$ cat src/rtl/core/ccid_pkg.sv
// Shared types and constants for the content-coding inner detector.
// Holds the keyword tables, separator codes and the per-token match state.
// No dependencies.
`default_nettype none

package ccid_pkg;

   // Keyword lengths and the saturating position limit
   localparam int unsigned KW_CHUNKED_LEN  = 11;
   localparam int unsigned KW_IDENTITY_LEN = 8;
   localparam int unsigned POS_W           = 4;
   localparam logic [POS_W-1:0] POS_MAX    = 4'd15;
   localparam logic [POS_W-1:0] POS_CHUNKED_END  = 4'(KW_CHUNKED_LEN);
   localparam logic [POS_W-1:0] POS_IDENTITY_END = 4'(KW_IDENTITY_LEN);

   // Byte codes
   localparam logic [7:0] CHAR_COMMA   = 8'h2C;
   localparam logic [7:0] CHAR_SPACE   = 8'h20;
   localparam logic [7:0] CHAR_TAB     = 8'h09;
   localparam logic [7:0] CHAR_UPPER_A = 8'h41;
   localparam logic [7:0] CHAR_UPPER_Z = 8'h5A;
   localparam logic [7:0] CASE_OFFSET  = 8'h20;

   // Keyword tables, stored already lower case
   localparam logic [7:0] KW_CHUNKED [KW_CHUNKED_LEN] = '{
      8'h61, 8'h77, 8'h73, 8'h2D, 8'h63, 8'h68, 8'h75, 8'h6E, 8'h6B, 8'h65, 8'h64
   };
   localparam logic [7:0] KW_IDENTITY [KW_IDENTITY_LEN] = '{
      8'h69, 8'h64, 8'h65, 8'h6E, 8'h74, 8'h69, 8'h74, 8'h79
   };

   // Match state of the token in progress
   typedef struct packed {
      logic             token_started;
      logic             space_pending;
      logic [POS_W-1:0] match_position;
      logic             chunked_alive;
      logic             identity_alive;
   } token_state_type;

   localparam token_state_type TOKEN_CLEAR = '{
      token_started:  1'b0,
      space_pending:  1'b0,
      match_position: '0,
      chunked_alive:  1'b1,
      identity_alive: 1'b1
   };

endpackage : ccid_pkg

`default_nettype wire

$ cat src/rtl/core/ccid_if.sv
// Valid/ready channel interfaces for the content-coding inner detector:
// one for header bytes in, one for the result word out.
// No dependencies.
`default_nettype none

interface ccid_req_if;
   logic       valid;
   logic       ready;
   logic [7:0] value_byte;
   logic       byte_valid;
   logic       last_byte;

   modport source (output valid, value_byte, byte_valid, last_byte, input ready);
   modport sink   (input valid, value_byte, byte_valid, last_byte, output ready);
endinterface : ccid_req_if

interface ccid_rsp_if;
   logic valid;
   logic ready;
   logic has_inner_coding;

   modport source (output valid, has_inner_coding, input ready);
   modport sink   (input valid, has_inner_coding, output ready);
endinterface : ccid_rsp_if

`default_nettype wire

$ cat src/rtl/core/ccid_matcher.sv
// Per-byte token matcher: folds case, splits on commas, trims whitespace and
// tracks the two keywords. Pure combinational; depends on ccid_pkg.
`default_nettype none

module ccid_matcher
   import ccid_pkg::*;
(
   input  wire token_state_type cur_state,
   input  wire [7:0]            value_byte,
   input  wire                  byte_valid,
   input  wire                  last_byte,
   output token_state_type      next_state,
   output logic                 inner_hit
);

   logic            is_comma;
   logic            is_space;
   logic            is_upper;
   logic [7:0]      folded;
   logic            chunked_eq;
   logic            identity_eq;
   logic            comma_inner;
   logic            last_inner;
   token_state_type after_byte;

   // Classify the incoming byte
   assign is_comma = (value_byte == CHAR_COMMA);
   assign is_space = (value_byte == CHAR_SPACE) || (value_byte == CHAR_TAB);
   assign is_upper = (value_byte >= CHAR_UPPER_A) && (value_byte <= CHAR_UPPER_Z);
   assign folded   = is_upper ? (value_byte + CASE_OFFSET) : value_byte;

   // Keyword character compare at the current position
   assign chunked_eq  = (cur_state.match_position < POS_CHUNKED_END) &&
                        (KW_CHUNKED[cur_state.match_position] == folded);
   assign identity_eq = (cur_state.match_position < POS_IDENTITY_END) &&
                        (KW_IDENTITY[cur_state.match_position[2:0]] == folded);

   // A finished token counts as inner unless it exactly matched a keyword
   function automatic logic token_is_inner(token_state_type s);
      logic is_chunked;
      logic is_identity;
      is_chunked  = s.chunked_alive && (s.match_position == POS_CHUNKED_END);
      is_identity = s.identity_alive && (s.match_position == POS_IDENTITY_END);
      return s.token_started && !is_chunked && !is_identity;
   endfunction

   // State after taking this byte
   always_comb begin
      after_byte  = cur_state;
      comma_inner = 1'b0;
      if (byte_valid) begin
         if (is_comma) begin
            comma_inner = token_is_inner(cur_state);
            after_byte  = TOKEN_CLEAR;
         end else if (is_space) begin
            after_byte.space_pending = cur_state.space_pending | cur_state.token_started;
         end else begin
            // inner whitespace kills both keywords
            after_byte.token_started  = 1'b1;
            after_byte.space_pending  = 1'b0;
            after_byte.chunked_alive  = cur_state.chunked_alive &&
                                        !cur_state.space_pending && chunked_eq;
            after_byte.identity_alive = cur_state.identity_alive &&
                                        !cur_state.space_pending && identity_eq;
            if (cur_state.match_position < POS_MAX) begin
               after_byte.match_position = cur_state.match_position + 4'd1;
            end
         end
      end
   end

   // End of value closes any open token
   assign last_inner = last_byte && token_is_inner(after_byte);
   assign inner_hit  = comma_inner || last_inner;
   assign next_state = last_byte ? TOKEN_CLEAR : after_byte;

endmodule : ccid_matcher

`default_nettype wire

$ cat src/rtl/core/content_coding_inner_detect_core.sv
// Content-coding inner detector, top level. Depends on ccid_pkg, ccid_if
// and ccid_matcher.
`default_nettype none

// Takes one header-value byte per word on req_bus and gives one result word
// on rsp_bus for each word marked last_byte, in the cycle after that word is
// accepted. The block takes a word in every cycle that no held result stalls:
// the per-byte matcher update is a single short stage from the token state
// registers, and the result waits in an output register. req_bus.ready drops
// only while a result is held and rsp_bus.ready is low. A lone word with
// byte_valid low and last_byte high reports 0; words with byte_valid low and
// last_byte low are absorbed. A last word resets the token and flag state.
module content_coding_inner_detect_core
   import ccid_pkg::*;
(
   input  wire             clock,
   input  wire             reset,
   ccid_req_if.sink        req_bus,
   ccid_rsp_if.source      rsp_bus
);

   token_state_type token_ff;
   token_state_type token_in;
   logic            inner_found_ff;
   logic            inner_found_in;
   logic            rsp_valid_ff;
   logic            rsp_valid_in;
   logic            rsp_flag_ff;
   logic            rsp_flag_in;
   token_state_type match_next;
   logic            inner_hit;
   logic            req_take;
   logic            rsp_take;

   // Handshakes
   assign req_bus.ready = !rsp_valid_ff || rsp_bus.ready;
   assign req_take      = req_bus.valid && req_bus.ready;
   assign rsp_take      = rsp_valid_ff && rsp_bus.ready;

   ccid_matcher u_matcher (
      .cur_state  (token_ff),
      .value_byte (req_bus.value_byte),
      .byte_valid (req_bus.byte_valid),
      .last_byte  (req_bus.last_byte),
      .next_state (match_next),
      .inner_hit  (inner_hit)
   );

   // Next state of token, sticky flag and output register
   always_comb begin
      token_in       = token_ff;
      inner_found_in = inner_found_ff;
      rsp_valid_in   = rsp_valid_ff && !rsp_take;
      rsp_flag_in    = rsp_flag_ff;
      if (req_take) begin
         token_in = match_next;
         if (req_bus.last_byte) begin
            inner_found_in = 1'b0;
            rsp_valid_in   = 1'b1;
            rsp_flag_in    = inner_found_ff | inner_hit;
         end else begin
            inner_found_in = inner_found_ff | inner_hit;
         end
      end
   end

   always_ff @(posedge clock) begin
      if (reset) begin
         token_ff       <= TOKEN_CLEAR;
         inner_found_ff <= 1'b0;
         rsp_valid_ff   <= 1'b0;
      end else begin
         token_ff       <= token_in;
         inner_found_ff <= inner_found_in;
         rsp_valid_ff   <= rsp_valid_in;
      end
   end

   // Result payload
   always_ff @(posedge clock) begin
      rsp_flag_ff <= rsp_flag_in;
   end

   assign rsp_bus.valid            = rsp_valid_ff;
   assign rsp_bus.has_inner_coding = rsp_flag_ff;

endmodule : content_coding_inner_detect_core

`default_nettype wire

$ cat src/flat_wrapper.sv
// flat-port wrapper written by rule: the top's interface ports become plain ports
module content_coding_inner_detect_core_flat import ccid_pkg::*;
  (clock, reset, req_bus_valid, req_bus_value_byte, req_bus_byte_valid, req_bus_last_byte, req_bus_ready, rsp_bus_valid, rsp_bus_has_inner_coding, rsp_bus_ready);
  ccid_req_if req_bus_i ();
  ccid_rsp_if rsp_bus_i ();
  input  wire clock;
  input  wire reset;
  input wire logic [$bits(req_bus_i.valid)-1:0] req_bus_valid;
  input wire logic [$bits(req_bus_i.value_byte)-1:0] req_bus_value_byte;
  input wire logic [$bits(req_bus_i.byte_valid)-1:0] req_bus_byte_valid;
  input wire logic [$bits(req_bus_i.last_byte)-1:0] req_bus_last_byte;
  output wire logic [$bits(req_bus_i.ready)-1:0] req_bus_ready;
  output wire logic [$bits(rsp_bus_i.valid)-1:0] rsp_bus_valid;
  output wire logic [$bits(rsp_bus_i.has_inner_coding)-1:0] rsp_bus_has_inner_coding;
  input wire logic [$bits(rsp_bus_i.ready)-1:0] rsp_bus_ready;
  assign req_bus_i.valid = req_bus_valid;
  assign req_bus_i.value_byte = req_bus_value_byte;
  assign req_bus_i.byte_valid = req_bus_byte_valid;
  assign req_bus_i.last_byte = req_bus_last_byte;
  assign req_bus_ready = req_bus_i.ready;
  assign rsp_bus_valid = rsp_bus_i.valid;
  assign rsp_bus_has_inner_coding = rsp_bus_i.has_inner_coding;
  assign rsp_bus_i.ready = rsp_bus_ready;
  content_coding_inner_detect_core u_core (.clock(clock), .reset(reset), .req_bus(req_bus_i), .rsp_bus(rsp_bus_i));
endmodule
$ cat config.mk
export PLATFORM = sky130hd
export DESIGN_NAME = content_coding_inner_detect_core_flat
export DESIGN_NICKNAME = d
export VERILOG_FILES = /design/src/rtl/core/ccid_pkg.sv /design/src/rtl/core/ccid_if.sv /design/src/rtl/core/ccid_matcher.sv /design/src/rtl/core/content_coding_inner_detect_core.sv /design/src/flat_wrapper.sv
export SDC_FILE = /design/constraint.sdc
export NUM_CORES = 1
export LEC_CHECK = 0
export ABC_AREA = 0
export BUFFER_PORTS_ARGS = -buffer_cell sky130_fd_sc_hd__clkbuf_2
export CAP_MARGIN = 20
export CORE_ASPECT_RATIO = 0.7
export CORE_MARGIN = 5
export CORE_UTILIZATION = 25
export CTS_BUF_LIST = sky130_fd_sc_hd__clkbuf_16
export DETAILED_ROUTE_END_ITERATION = 6
export PLACE_DENSITY = 0.47
export SYNTH_ARGS = -nofsm -noshare
export SYNTH_HDL_FRONTEND = slang
export SYNTH_SLANG_ARGS = --single-unit
$ cat constraint.sdc
create_clock -name clock -period 2.4 [get_ports clock]
set_input_delay 0.12 -clock clock [delete_from_list [all_inputs] [get_ports clock]]
set_output_delay 0.12 -clock clock [all_outputs]
set_load 0.05 [all_outputs]
==> impl_results.md <==
* Run status: complete, no violations
* Register area share after synthesis at 19.5%
* Number of design rule violations left after detail routing at 0
* EDFF count, synth at 1
* Worst slack at placement at 57.2 ps
* Average cell area after synthesis at 7.57 um^2
* Total clock buffers created by CTS at 3
* CP max-delay cell: a2111oi_2
* Buffers on Ports at 16
* Buffer and inverter count on the worst path at 1
* Vias after detailed routing at 1255
* Maximum buffer depth of the clock tree at 2
* Yosys Warn Count at 0
* Reg-to-reg startpoint: u_core.token_ff[3]
* Cell Pwr Density at 430 mW/mm^2
* H-tree levels at 1
* Total wirelength of the detailed-routed design at 3410 um
* Sequential share of power at 30.7%
* Dominant combinational cell family by area after synthesis: simple AND/OR/NAND/NOR gates
* Top library cells by usage in the layout, fill and taps aside: nor2_1, buf_4, clkbuf_2, a21oi_1
* Area of the mapped netlist at 0.00118 mm^2
* Nets@finish at 208
* Final non-filler cell total at 239
* ANT cells at 0
* GR met3 Demand/Resource at 3.45%
* Post-Synth Adder-Cell Area at 9.53%
* Max-cap violation count at 0
* Final worst path period share at 92.9%
* Violation count after the first detailed-route iteration at 90
* Hold crit path type: input port to flop
* Fraction of final layout cells sized beyond drive strength 1 at 23.4%
* Starting density of the core at 26.5%
* Number of register bits inferred by synthesis at 11
* Grt met2 use at 17.2%
* Antenna violations before repair at 0
* Last weighted congestion value of the routability-driven placer at 0.838
* Number of instances in the synthesized netlist at 156
* Critical path peak fanout at 4
* Internal cell power at 474 uW
* Cell repeated most along the worst path: nor2_1
* Synth async-reset ratio at 0%
* Worst Slack Setup Final at 169 ps
* Average routed wire per standard cell at 14.3 um
* Critical R2R Capture: u_core.rsp_bus.has_inner_coding
* Crit path capture type: flop
* Number of gates given a new drive strength after cts at 0
* Mux contribution to synthesized area at 2.75%
* Critical Path Stages at 9
* Area fraction in compound gates after synthesis at 23.8%
* Fraction of the mapped netlist area in simple logic gates at 29.1%
* Period minus WS final at 2230 ps
* Largest area contributor in the netlist: dfxtp_1
* Met1 demand-to-capacity share in global routing at 18.5%
* Hold path depth at 2
* Die width at 92.2 um
* First-pass GRT wire length at 6020 um
* Clock tree from TritonCTS: done
* Combinational fraction of design power at 23.3%
* Netlist cell types at 50
* Kind of start point of the critical path: flop
* Chip Height at 67.5 um
* Setup fix buffers added after clock tree synthesis at 0
* Overall track demand over capacity in global routing at 12.0%
* Switching power as a share of total power at 26.6%
* Main synth FF type: dfxtp_1
* I/O pin count at 17
* Number of buffers added to fix hold violations after cts at 0
* Largest voltage drop on the vdd net at 0.000246 V
* Number of nets produced by synthesis at 179
* F_max at 0.448 GHz
* Final-report setup violation count at 0
* Dominant delay contributor by cell family on the critical path: compound AO/OA/AOI/OAI gates
* Cell Count Post-Placement at 235
* Synth top area share at 16.9%
* Pin slew with the least headroom to its limit at 514 ps
* Count of final hold-check violations at 0
* Dpl hpwl at 2740 um
* Cell-by-cell listing of the critical path: inv_1 > ha_1 > mux2i_1 > nor2_1 > xor2_1 > nor2_1 > nand4_1 > a2111oi_2 > a211oi_1
* Leading post-synthesis cells by cell area: dfxtp_1, ha_1, xnor2_1
* Vias in the first global route at 1223
* Maximum number of pins on one net before global-route repair at 17
* Vias per inst at 5.25
* Arrival time of the worst setup path at 2190 ps
* Pre-Repair DR Iteration Count at 5
* Clk Latency, worst-skew pair at 240 ps
* Clock Skews at 4.38 ps
* Area growth from synthesis to layout at 27.0%
* Max transition margin at 65.7%
* Cell at the root of the clock tree: clkbuf_16
* Sinks on Clock Net at 11
* Start point of the worst min-delay path: reset
* Endpoint required time on the critical path at 2360 ps
* Most crowded layer after global routing: met1
* Clock share of power at 46.0%
* Hold EP: u_core.token_ff[3]
* Core Box Area at 0.00445 mm^2
* Xor and xnor fraction of the mapped netlist area at 9.64%
* Largest stage delay, worst path at 390 ps
* LEAKAGE at 0.000623 uW
* Final Total Pwr at 645 uW
* Final number of max-transition violations at 0
* Count of cells along the worst register-to-register path at 9
* Die Outline Area at 0.00622 mm^2
* Clock-pin slew on the worst setup and hold paths at 40 ps
* Antenna Nets Post-Route at 0
* Number of placement rows at 20
* Net load switching power at 172 uW
* Remaining global-route overflow at 0
* R2r setup slk at 170 ps
* Kind of critical path: flop to flop
cell usage after synthesis, types with 2 or more instances:
cell	instances
nand3_1	5
nand2_1	6
clkbuf_1	5
nor3_1	7
a211oi_1	3
nand4_1	3
ha_1	9
a31oi_1	5
and2_1	2
inv_1	4
a21oi_1	13
or4_1	4
nor2_1	17
o21ai_0	6
buf_2	2
nor2b_1	2
mux2_1	2
nor4_1	2
a21o_1	3
xor2_1	5
nand2b_1	4
xnor2_1	8
inv_2	2
nor3b_1	2
dfxtp_1	10
worst max path at each step:
stage / to / startpoint
finish: u_core.rsp_bus.has_inner_coding / u_core.token_ff[3]
detailed placement: u_core.rsp_bus.has_inner_coding / u_core.token_ff[2]
CTS: u_core.rsp_bus.has_inner_coding / u_core.token_ff[2]
global route: u_core.rsp_bus.has_inner_coding / u_core.token_ff[2]
floorplan: u_core.rsp_bus.has_inner_coding / u_core.token_ff[4]
global placement: u_core.rsp_bus.has_inner_coding / req_bus_value_byte[1]
per-layer routing:
metal  up-vias  part of all wire (%)
met1       581                    51
met2        39                    41
met4         0                     0
li1        635                     -
met5         -                     0
met3         0                   8.0
logic make-up after synthesis:
family | count (synthesis)
and+or+nand+nor | 63
AOI/OAI and AO/OA | 42
buffers and inverters | 15
xor gates and xnor gates | 13
DFF | 11
adders and majority gates | 9
muxes | 3
state kept, by name, summed over array words and instances (netlist names):
signal and flops:
u_core.token_ff 8, u_core.inner_found_ff 1, u_core.rsp_bus.has_inner_coding 1, u_core.rsp_bus.valid 1
metrics by stage:
stage	instance area [um^2]	hold slack, ps	utilization, %	setup TNS, ps
2_1_floorplan	1180	298	-	0
3_3_place_gp	1410	447	31.7	0
3_5_place_dp	1410	470	31.7	0
4_1_cts	1490	216	33.5	0
5_1_grt	1500	240	33.7	-39.1
6_report	1500	214	33.7	0
power groups by stage:
stage          clock network [uW]  registers [uW]  logic [uW]
6_report                      297             198         150
5_1_grt                       322             199         170
4_1_cts                       307             198         148
3_5_place_dp                    0             201         148
3_3_place_gp                    0             201         147
2_1_floorplan                   0             206        92.6
layout make-up:
| cell class | instances | area, um^2 |
|---|---|---|
| sequential | 11 | 231 |
| clock inverter | 1 | 3.75 |
| clock buffer | 3 | 75.1 |
| inverter | 6 | 22.5 |
| multi-input combinational | 130 | 891 |
| tap | 55 | 68.8 |
| fill | 482 | 2950 |
| timing repair buffer | 33 | 208 |
worst reg2reg max path, cell delays in order (launching register included):
cell,delay (ps)
dfxtp_1,380
inv_1,80
ha_1,340
mux2i_1,170
nor2_1,70
xor2_1,160
nor2_1,110
nand4_1,160
a2111oi_2,390
a211oi_1,100
No activity file was read; power rests on OpenSTA's default activity.
